## src/sv/pirc_pkg.sv

```systemverilog
`timescale 1ns / 1ps
// Package for the clamped PI regulator: word types, register indexes,
// reset values and divider result type. No dependencies.
package pirc_pkg;

  localparam int DataW = 32;
  localparam int RateW = 16;
  localparam int ProdW = 64;
  localparam int FracW = 16;
  localparam int TermW = ProdW - FracW;  // Q32.16 product after the shift
  localparam int WideW = TermW + 1;     // sums kept wide enough not to wrap
  localparam int CfgIdxW = 3;

  // command codes
  localparam logic CMD_STEP   = 1'b0;
  localparam logic CMD_REINIT = 1'b1;

  // register indexes
  localparam logic [CfgIdxW-1:0] REG_PROP_GAIN   = 3'd0;
  localparam logic [CfgIdxW-1:0] REG_INTEG_GAIN  = 3'd1;
  localparam logic [CfgIdxW-1:0] REG_EXEC_RATE   = 3'd2;
  localparam logic [CfgIdxW-1:0] REG_INTEG_UPPER = 3'd3;
  localparam logic [CfgIdxW-1:0] REG_INTEG_LOWER = 3'd4;
  localparam logic [CfgIdxW-1:0] REG_OUT_UPPER   = 3'd5;
  localparam logic [CfgIdxW-1:0] REG_OUT_LOWER   = 3'd6;

  // reset values
  localparam logic [RateW-1:0] RATE_RESET = 16'd1000;
  localparam logic signed [DataW-1:0] POS_FULL = 32'sh7FFF_FFFF;
  localparam logic signed [DataW-1:0] NEG_FULL = 32'sh8000_0000;

  typedef struct packed {
    logic                    cmd;
    logic signed [DataW-1:0] error_sample;
  } in_word_t;

  typedef struct packed {
    logic signed [DataW-1:0] drive_value;
    logic                    was_saturated;
  } out_word_t;

  typedef struct packed {
    logic                    done;
    logic signed [TermW-1:0] quot;
  } div_res_t;

endpackage

```

## src/sv/pirc_div.sv

```systemverilog
`timescale 1ns / 1ps
// Iterative signed divider for the PI regulator: 48-bit signed dividend by
// 16-bit unsigned nonzero divisor, one quotient bit per cycle, truncating.
// Depends on pirc_pkg.
module pirc_div (
  input  logic                                 clk,
  input  logic                                 rst_n,
  input  logic                                 start,
  input  logic signed [pirc_pkg::TermW-1:0]    dividend,
  input  logic        [pirc_pkg::RateW-1:0]    divisor,
  output pirc_pkg::div_res_t                   res
);

  localparam int CntW = $clog2(pirc_pkg::TermW);
  localparam logic [CntW-1:0] LastCnt = CntW'(pirc_pkg::TermW - 1);

  logic                         busy_r;
  logic                         neg_r;
  logic [CntW-1:0]              cnt_r;
  logic [pirc_pkg::RateW-1:0]   rem_r;
  logic [pirc_pkg::TermW-1:0]   quo_r;
  pirc_pkg::div_res_t           res_r;

  logic [pirc_pkg::RateW:0]     rem_shift;
  logic [pirc_pkg::RateW:0]     diff;
  logic                         ge;
  logic [pirc_pkg::TermW-1:0]   quo_next;

  // trial subtract of the shifted partial remainder
  assign rem_shift = {rem_r, quo_r[pirc_pkg::TermW-1]};
  assign diff      = rem_shift - {1'b0, divisor};
  assign ge        = (rem_shift >= {1'b0, divisor});
  assign quo_next  = {quo_r[pirc_pkg::TermW-2:0], ge};

  always_ff @(posedge clk) begin
    if (!rst_n) begin
      busy_r   <= 1'b0;
      cnt_r    <= '0;
      res_r.done <= 1'b0;
    end else begin
      res_r.done <= 1'b0;
      if (start) begin
        busy_r <= 1'b1;
        cnt_r  <= '0;
        neg_r  <= dividend[pirc_pkg::TermW-1];
        quo_r  <= dividend[pirc_pkg::TermW-1] ? pirc_pkg::TermW'(-dividend)
                                               : pirc_pkg::TermW'(dividend);
        rem_r  <= '0;
      end else if (busy_r) begin
        rem_r <= ge ? diff[pirc_pkg::RateW-1:0] : rem_shift[pirc_pkg::RateW-1:0];
        quo_r <= quo_next;
        cnt_r <= cnt_r + 1'b1;
        if (cnt_r == LastCnt) begin
          busy_r     <= 1'b0;
          res_r.done <= 1'b1;
          res_r.quot <= neg_r ? $signed(-quo_next) : $signed(quo_next);
        end
      end
    end
  end

  assign res = res_r;

endmodule

```

## src/sv/pi_regulator_clamped.sv

```systemverilog
`timescale 1ns / 1ps
// Top level of the clamped PI regulator in signed Q16.16.
// Depends on pirc_pkg and pirc_div.
//
// Proportional-integral regulator. A step word carries one error sample; the
// block returns one word with the saturated drive value and a saturation
// flag. Proportional term is prop_gain * error (exact 64-bit product, floor
// shift by 16). The integral grows by (integ_gain * error) / exec_rate_hz,
// truncated toward zero, and is clamped to [integ_lower, integ_upper], upper
// test first. Zero integ_gain forces the integral to zero. A rate of zero
// acts as one. The sum is saturated to out_lower, then out_upper, lower test
// first. A reinit word clears the integral and returns zero.
// Sequence: one shared 32x32 multiplier is used twice, then a radix-2 divider
// produces one quotient bit per cycle; a step word then passes through the
// clamp, sum and saturate states (zero integ_gain skips the divide and the
// clamp) and a reinit word goes straight to the output hand-off. in_ready is
// high only when the sequencer is idle, and the sequencer returns to idle as
// the result loads, so a new word waits until the last result has loaded.
// The result sits in an output register, so the next word is taken while the
// previous result waits. Config writes are always accepted (cfg_ready is
// tied high) and must only be made while the block is idle; index 7 is
// ignored.
module pi_regulator_clamped (
  input  logic                               clk,
  input  logic                               rst_n,
  input  logic                               in_valid,
  output logic                               in_ready,
  input  pirc_pkg::in_word_t                 in_word,
  output logic                               out_valid,
  input  logic                               out_ready,
  output pirc_pkg::out_word_t                out_word,
  input  logic                               cfg_valid,
  output logic                               cfg_ready,
  input  logic [pirc_pkg::CfgIdxW-1:0]       cfg_index,
  input  logic [pirc_pkg::DataW-1:0]         cfg_data
);

  typedef enum logic [3:0] {
    S_IDLE, S_MULP, S_MULI, S_DIVGO, S_DIVW, S_CLAMP, S_SUM, S_SAT, S_DONE
  } state_t;

  state_t state_r;

  // configuration registers
  logic signed [pirc_pkg::DataW-1:0] prop_gain_r;
  logic signed [pirc_pkg::DataW-1:0] integ_gain_r;
  logic        [pirc_pkg::RateW-1:0] exec_rate_r;
  logic signed [pirc_pkg::DataW-1:0] integ_upper_r;
  logic signed [pirc_pkg::DataW-1:0] integ_lower_r;
  logic signed [pirc_pkg::DataW-1:0] out_upper_r;
  logic signed [pirc_pkg::DataW-1:0] out_lower_r;

  // datapath
  logic signed [pirc_pkg::DataW-1:0] err_r;
  logic signed [pirc_pkg::ProdW-1:0] prod_r;
  logic signed [pirc_pkg::TermW-1:0] prop_r;
  logic signed [pirc_pkg::WideW-1:0] acc_r;
  logic signed [pirc_pkg::DataW-1:0] term_r;
  logic signed [pirc_pkg::WideW-1:0] sum_r;
  logic signed [pirc_pkg::DataW-1:0] integral_r;
  pirc_pkg::out_word_t               res_r;
  pirc_pkg::out_word_t               out_word_r;
  logic                              out_valid_r;

  // shared multiplier: kp on the first pass, ki on the second
  logic signed [pirc_pkg::DataW-1:0] mul_b;
  logic signed [pirc_pkg::ProdW-1:0] mul_p;
  assign mul_b = (state_r == S_MULP) ? prop_gain_r : integ_gain_r;
  assign mul_p = pirc_pkg::ProdW'(err_r) * pirc_pkg::ProdW'(mul_b);

  // divider hookup: start pulses for one cycle, rate of zero acts as one
  logic                         div_start;
  logic [pirc_pkg::RateW-1:0]   div_den;
  pirc_pkg::div_res_t           div_res;
  assign div_start = (state_r == S_DIVGO);
  assign div_den   = (exec_rate_r == '0) ? pirc_pkg::RateW'(1) : exec_rate_r;

  pirc_div u_div (
    .clk      (clk),
    .rst_n    (rst_n),
    .start    (div_start),
    .dividend ($signed(prod_r[pirc_pkg::ProdW-1:pirc_pkg::FracW])),
    .divisor  (div_den),
    .res      (div_res)
  );

  assign in_ready  = (state_r == S_IDLE);
  assign cfg_ready = 1'b1;
  assign out_valid = out_valid_r;
  assign out_word  = out_word_r;

  // configuration writes
  always_ff @(posedge clk) begin
    if (!rst_n) begin
      prop_gain_r   <= '0;
      integ_gain_r  <= '0;
      exec_rate_r   <= pirc_pkg::RATE_RESET;
      integ_upper_r <= pirc_pkg::POS_FULL;
      integ_lower_r <= pirc_pkg::NEG_FULL;
      out_upper_r   <= pirc_pkg::POS_FULL;
      out_lower_r   <= pirc_pkg::NEG_FULL;
    end else if (cfg_valid && cfg_ready) begin
      unique case (cfg_index)
        pirc_pkg::REG_PROP_GAIN:   prop_gain_r   <= $signed(cfg_data);
        pirc_pkg::REG_INTEG_GAIN:  integ_gain_r  <= $signed(cfg_data);
        pirc_pkg::REG_EXEC_RATE:   exec_rate_r   <= cfg_data[pirc_pkg::RateW-1:0];
        pirc_pkg::REG_INTEG_UPPER: integ_upper_r <= $signed(cfg_data);
        pirc_pkg::REG_INTEG_LOWER: integ_lower_r <= $signed(cfg_data);
        pirc_pkg::REG_OUT_UPPER:   out_upper_r   <= $signed(cfg_data);
        pirc_pkg::REG_OUT_LOWER:   out_lower_r   <= $signed(cfg_data);
        default: ;  // unmapped index: drop the write
      endcase
    end
  end

  // sequencer, datapath and output register
  always_ff @(posedge clk) begin
    if (!rst_n) begin
      state_r     <= S_IDLE;
      integral_r  <= '0;
      out_valid_r <= 1'b0;
    end else begin
      // drop the output word once taken, unless the hand-off state reloads it
      if (out_valid_r && out_ready && (state_r != S_DONE)) out_valid_r <= 1'b0;

      unique case (state_r)
        S_IDLE: begin
          if (in_valid) begin
            err_r <= in_word.error_sample;
            if (in_word.cmd == pirc_pkg::CMD_REINIT) begin
              integral_r <= '0;
              res_r      <= '0;
              state_r    <= S_DONE;
            end else begin
              state_r <= S_MULP;
            end
          end
        end
        S_MULP: begin
          prod_r  <= mul_p;
          state_r <= S_MULI;
        end
        S_MULI: begin
          // floor shift of the kp product, then take the ki product
          prop_r <= prod_r[pirc_pkg::ProdW-1:pirc_pkg::FracW];
          prod_r <= mul_p;
          if (integ_gain_r == '0) begin
            integral_r <= '0;
            term_r     <= '0;
            state_r    <= S_SUM;
          end else begin
            state_r <= S_DIVGO;
          end
        end
        S_DIVGO: begin
          state_r <= S_DIVW;
        end
        S_DIVW: begin
          if (div_res.done) begin
            acc_r   <= pirc_pkg::WideW'(integral_r) + pirc_pkg::WideW'(div_res.quot);
            state_r <= S_CLAMP;
          end
        end
        S_CLAMP: begin
          // upper limit is tested first
          if (acc_r > pirc_pkg::WideW'(integ_upper_r)) begin
            integral_r <= integ_upper_r;
            term_r     <= integ_upper_r;
          end else if (acc_r < pirc_pkg::WideW'(integ_lower_r)) begin
            integral_r <= integ_lower_r;
            term_r     <= integ_lower_r;
          end else begin
            integral_r <= acc_r[pirc_pkg::DataW-1:0];
            term_r     <= acc_r[pirc_pkg::DataW-1:0];
          end
          state_r <= S_SUM;
        end
        S_SUM: begin
          sum_r   <= pirc_pkg::WideW'(prop_r) + pirc_pkg::WideW'(term_r);
          state_r <= S_SAT;
        end
        S_SAT: begin
          // lower limit is tested first
          if (sum_r < pirc_pkg::WideW'(out_lower_r)) begin
            res_r.drive_value   <= out_lower_r;
            res_r.was_saturated <= 1'b1;
          end else if (sum_r > pirc_pkg::WideW'(out_upper_r)) begin
            res_r.drive_value   <= out_upper_r;
            res_r.was_saturated <= 1'b1;
          end else begin
            res_r.drive_value   <= sum_r[pirc_pkg::DataW-1:0];
            res_r.was_saturated <= 1'b0;
          end
          state_r <= S_DONE;
        end
        S_DONE: begin
          // hold the result until the output register is free
          if (!out_valid_r || out_ready) begin
            out_word_r  <= res_r;
            out_valid_r <= 1'b1;
            state_r     <= S_IDLE;
          end
        end
        default: state_r <= S_IDLE;
      endcase
    end
  end

  // a reinit word leaves the integral cleared
  a_reinit_clears: assert property (@(posedge clk) disable iff (!rst_n)
    (in_valid && in_ready && in_word.cmd == pirc_pkg::CMD_REINIT) |=> (integral_r == '0))
    else $error("integral not cleared after reinit");

  // the divider only finishes while the sequencer waits for it
  a_div_done_in_wait: assert property (@(posedge clk) disable iff (!rst_n)
    div_res.done |-> (state_r == S_DIVW))
    else $error("divider finished outside its wait state");

  // a new output word only comes from the hand-off state
  a_out_from_done: assert property (@(posedge clk) disable iff (!rst_n)
    $rose(out_valid_r) |-> $past(state_r == S_DONE))
    else $error("output word raised outside the hand-off state");

endmodule
```

## config.mk

```make
export PLATFORM = sky130hd
export DESIGN_NAME = pi_regulator_clamped
export DESIGN_NICKNAME = d
export VERILOG_FILES = /design/src/sv/pirc_pkg.sv /design/src/sv/pirc_div.sv /design/src/sv/pi_regulator_clamped.sv
export SDC_FILE = /design/constraint.sdc
export NUM_CORES = 2
export LEC_CHECK = 0
export ABC_AREA = 1
export BUFFER_PORTS_ARGS = -buffer_cell sky130_fd_sc_hd__buf_2
export CAP_MARGIN = 20
export CELL_PAD_IN_SITES_DETAIL_PLACEMENT = 1
export CELL_PAD_IN_SITES_GLOBAL_PLACEMENT = 1
export CORE_MARGIN = 2
export CORE_UTILIZATION = 50
export DETAILED_ROUTE_END_ITERATION = 6
export PLACE_DENSITY_LB_ADDON = 0.1
export SYNTH_ARGS = -nofsm -noshare
export SYNTH_HDL_FRONTEND = slang
export SYNTH_HIERARCHICAL = 1
export SYNTH_SLANG_ARGS = --single-unit
```

## constraint.sdc

```tcl
create_clock -name clk -period 10.6 [get_ports clk]
set_input_delay 2.12 -clock clk [delete_from_list [all_inputs] [get_ports clk]]
set_output_delay 2.12 -clock clk [all_outputs]
set_load 0.005 [all_outputs]
```

==> key figures <==
Floorplan
  – Core area: 0.152 mm^2
  – Die X: a little under 400 um
  – Die area: 0.155 mm^2
  – Starting Density: around half
  – Die Ht: between 300 and 400 um
  – I/O Pins: 109
  – Row cnt: 143

Layout
  – Area grow syn2layout: 7.63%
  – Number of fill cells: ~18000
  – Final nets: approximately 11000
  – Layout cell share with drive strength beyond 1: between 6 and 7%

Synthesis
  – Async SR Flop Fraction: 0%
  – Synth warn: 6
  – Area contributors post-synth: fa_1, edfxtp_1, inv_1
  – Area leader, netlist: fa_1
  – Synthesized area: roughly 0.076 mm^2
  – Top cells by count, synth: inv_1, nand2_1, nor2_1
  – Post-synth EDFFs: 437
  – Most frequent cell after synthesis: inv_1
  – Top FF cell, synth: edfxtp_1
  – Mean post-synth cell area: 8.43 um^2
  – Synthesis-stage register bit count: 690
  – Syn Inst Count: 9028
  – Sequential element share of the synthesized area: a little under a quarter
  – Syn nets: about 11000
  – Share of the synthesized area in the top cell type: between 20 and 30%
  – Yosys cell types: between 60 and 70

Clock tree
  – Post-CTS Hold Fix Bufs: 0
  – Total CTS buffers: 84
  – # H-tree levels: 3
  – CTS sink cnt: between 600 and 700
  – Worst-path clk slew: around 0.060 ns
  – Clock Tree Buf Depth: 3
  – Clock latency on the worst-skew pair: about 0.75 ns
  – CTS tree: built
  – Post-CTS Resized: 0
  – Clock root buffer: clkbuf_16
  – Post-CTS Setup Inserts: 0

STA
  – Fmax: about 0.10 GHz
  – Fin. max-slew vios: 0
  – Unrepaired setup endpoints after global routing: no
  – TNS Setup: 0 ns
  – Fin crit share: around nine tenths
  – Worst-margin pin slew: 1.19 ns
  – Worst Clk Skew: ~0.056 ns
  – Rel. slew slack: 20.8%
  – Min Tclk post-route: about 9.7 ns
  – Count of final hold-check violations: 0
  – Final Setup Violations: 0

GRT
  – GR Util met2: between 60% and 70%
  – Initial antenna violation count: 4
  – Busiest layer in global routing: met2
  – Largest net degree at the start of global routing: between 100 and 150
  – Tot GR Track Use: a little under two fifths
  – Global-route wire length before repair: around 430000 um
  – Met3 Usage GRT: under 10%
  – Vias in the first global route: between 60000 and 70000
  – M1 GR Usage: a little under half
  – Total grt overflow: 0

Critical path
  – CP max-delay cell: clkinv_1
  – Crit path launch type: flop
  – Worst EP arrival: 10.15 ns
  – Crit Reg-Reg Startpoint: state_r[1]
  – Critical Path Fanout Max: 28
  – Crit-path max cell delay: 0.77 ns
  – Critical path type: reg2reg
  – Setup crit end kind: flop
  – CP startpoint: state_r[1]
  – CP required: around 11 ns
  – Most used cell, CP: fa_1

Hold path
  – Hold_sp: res_r[26]
  – Type of the worst min-delay path: reg2reg

Detailed routing
  – Vias per cell: 5.68
  – Per-cell routed wire length: around 26 um
  – Post-route DRC: 0
  – First-iteration detailed-routing DRC count: between 4000 and 5000
  – Vias: between 60000 and 70000
  – Routed WL: about 290000 um
  – Routed Antenna Nets: 0
  – First-pass detailed-route iteration total: 6

Run status
  – Status: completed

Run
  – Max-cap violations: 0

Placement
  – RePlAce Congestion: around 0.96
  – IO Port Bufs: 107
  – Detailed Place HPWL: ~240000 um
[layout by cell type, fill, tap and decap left out, types with 21 or more instances in the layout]
master	count
inv_1	1668
nand2_1	1600
nor2_1	1161
fa_1	1084
ha_1	489
a21oi_1	440
edfxtp_1	437
o21ai_0	389
nand3_1	326
dfxtp_1	253
xor2_1	139
buf_4	138
buf_2	106
clkbuf_16	85
nand4_1	78
xnor2_1	78
nand2_2	63
a31oi_1	54
nor3_1	40
o211ai_1	40
a21o_1	33
nor4_1	33
nand3_2	33
a21oi_2	32
clkinv_1	27
o21ai_2	24
o21a_1	24
clkinv_2	21
[logic make-up (layout without fill, tap and decap cells)]
logic type                 count (synthesis)  count (layout)  share of synthesized area, %
DFF                                      690             690                          23.9
buffers and inverters                   2030            2109                          10.2
and+or+nand+nor                         3410            3410                          18.6
adders and majority gates               1573            1573                          36.6
AOI/OAI and AO/OA                       1106            1106                          8.14
xor gates and xnor gates                 218             218                          2.52
other                                      1               4                       0.00493
[metal layers]
metal  wire length (um)  vias up
met2             134000     2123
li1                   -    28111
met4              20500        4
met1             115000    32316
met5                 23        -
met3              18300      743
[critical path: cells and delay by family, from the launching register on]
kind	cells	cell delay [ns]
flip-flops	1	0.43
adder cells (fa/ha/maj)	9	4.37
buffers and inverters	6	1.67
AND/OR/NAND/NOR	10	1.50
AO/OA/AOI/OAI	6	1.37
[flip-flops by register name (all words and copies together) (netlist names), 33 cells and up]
name	flops
u_div/res	49
out_word	33
prop_r	48
prod_r	48
acc_r	49
res_r	33
sum_r	49
u_div/quo_r	48
[per-stage QoR]
| step | util [%] | hold WS (ns) | cells | cell area (um^2) | setup WS [ns] |
|---|---|---|---|---|---|
| 6_report | 54.0 | 0.417 | 11140 | 81900 | 0.908 |
| 4_1_cts | 53.9 | 0.420 | 11133 | 81700 | 0.879 |
| 5_1_grt | 54.0 | 0.423 | 11137 | 81900 | 0.496 |
| 3_5_place_dp | 52.1 | 0.406 | 10977 | 79000 | 0.987 |
| 3_3_place_gp | 52.1 | 0.401 | 10975 | 78900 | 1.11 |
| 2_1_floorplan | - | 0.400 | 9028 | 76100 | 2.70 |
[final cells by class]
cell class	instances	area [um^2]	share of cell area (%)
diodes	3	7.51	0.00917
clock buffers	100	2200	2.69
clock inverters	56	592	0.723
inverters	1703	6390	7.81
multi-input cells	6308	50200	61.3
flip-flops and latches	690	18200	22.2
well taps	2030	2540	3.10
repair buffers	250	1720	2.11
[final timing paths]
path	endpoint	slack, ns	cells after the start
worst max-delay path	prod_r[35]	0.91	31
worst min-delay path	out_word[26]	0.42	0
worst max register to register	prod_r[35]	0.91	31
worst min register to register	out_word[26]	0.42	0
Power is not shown: default switching activity piles up to over one toggle a cycle in this logic, so the estimate is an artifact.
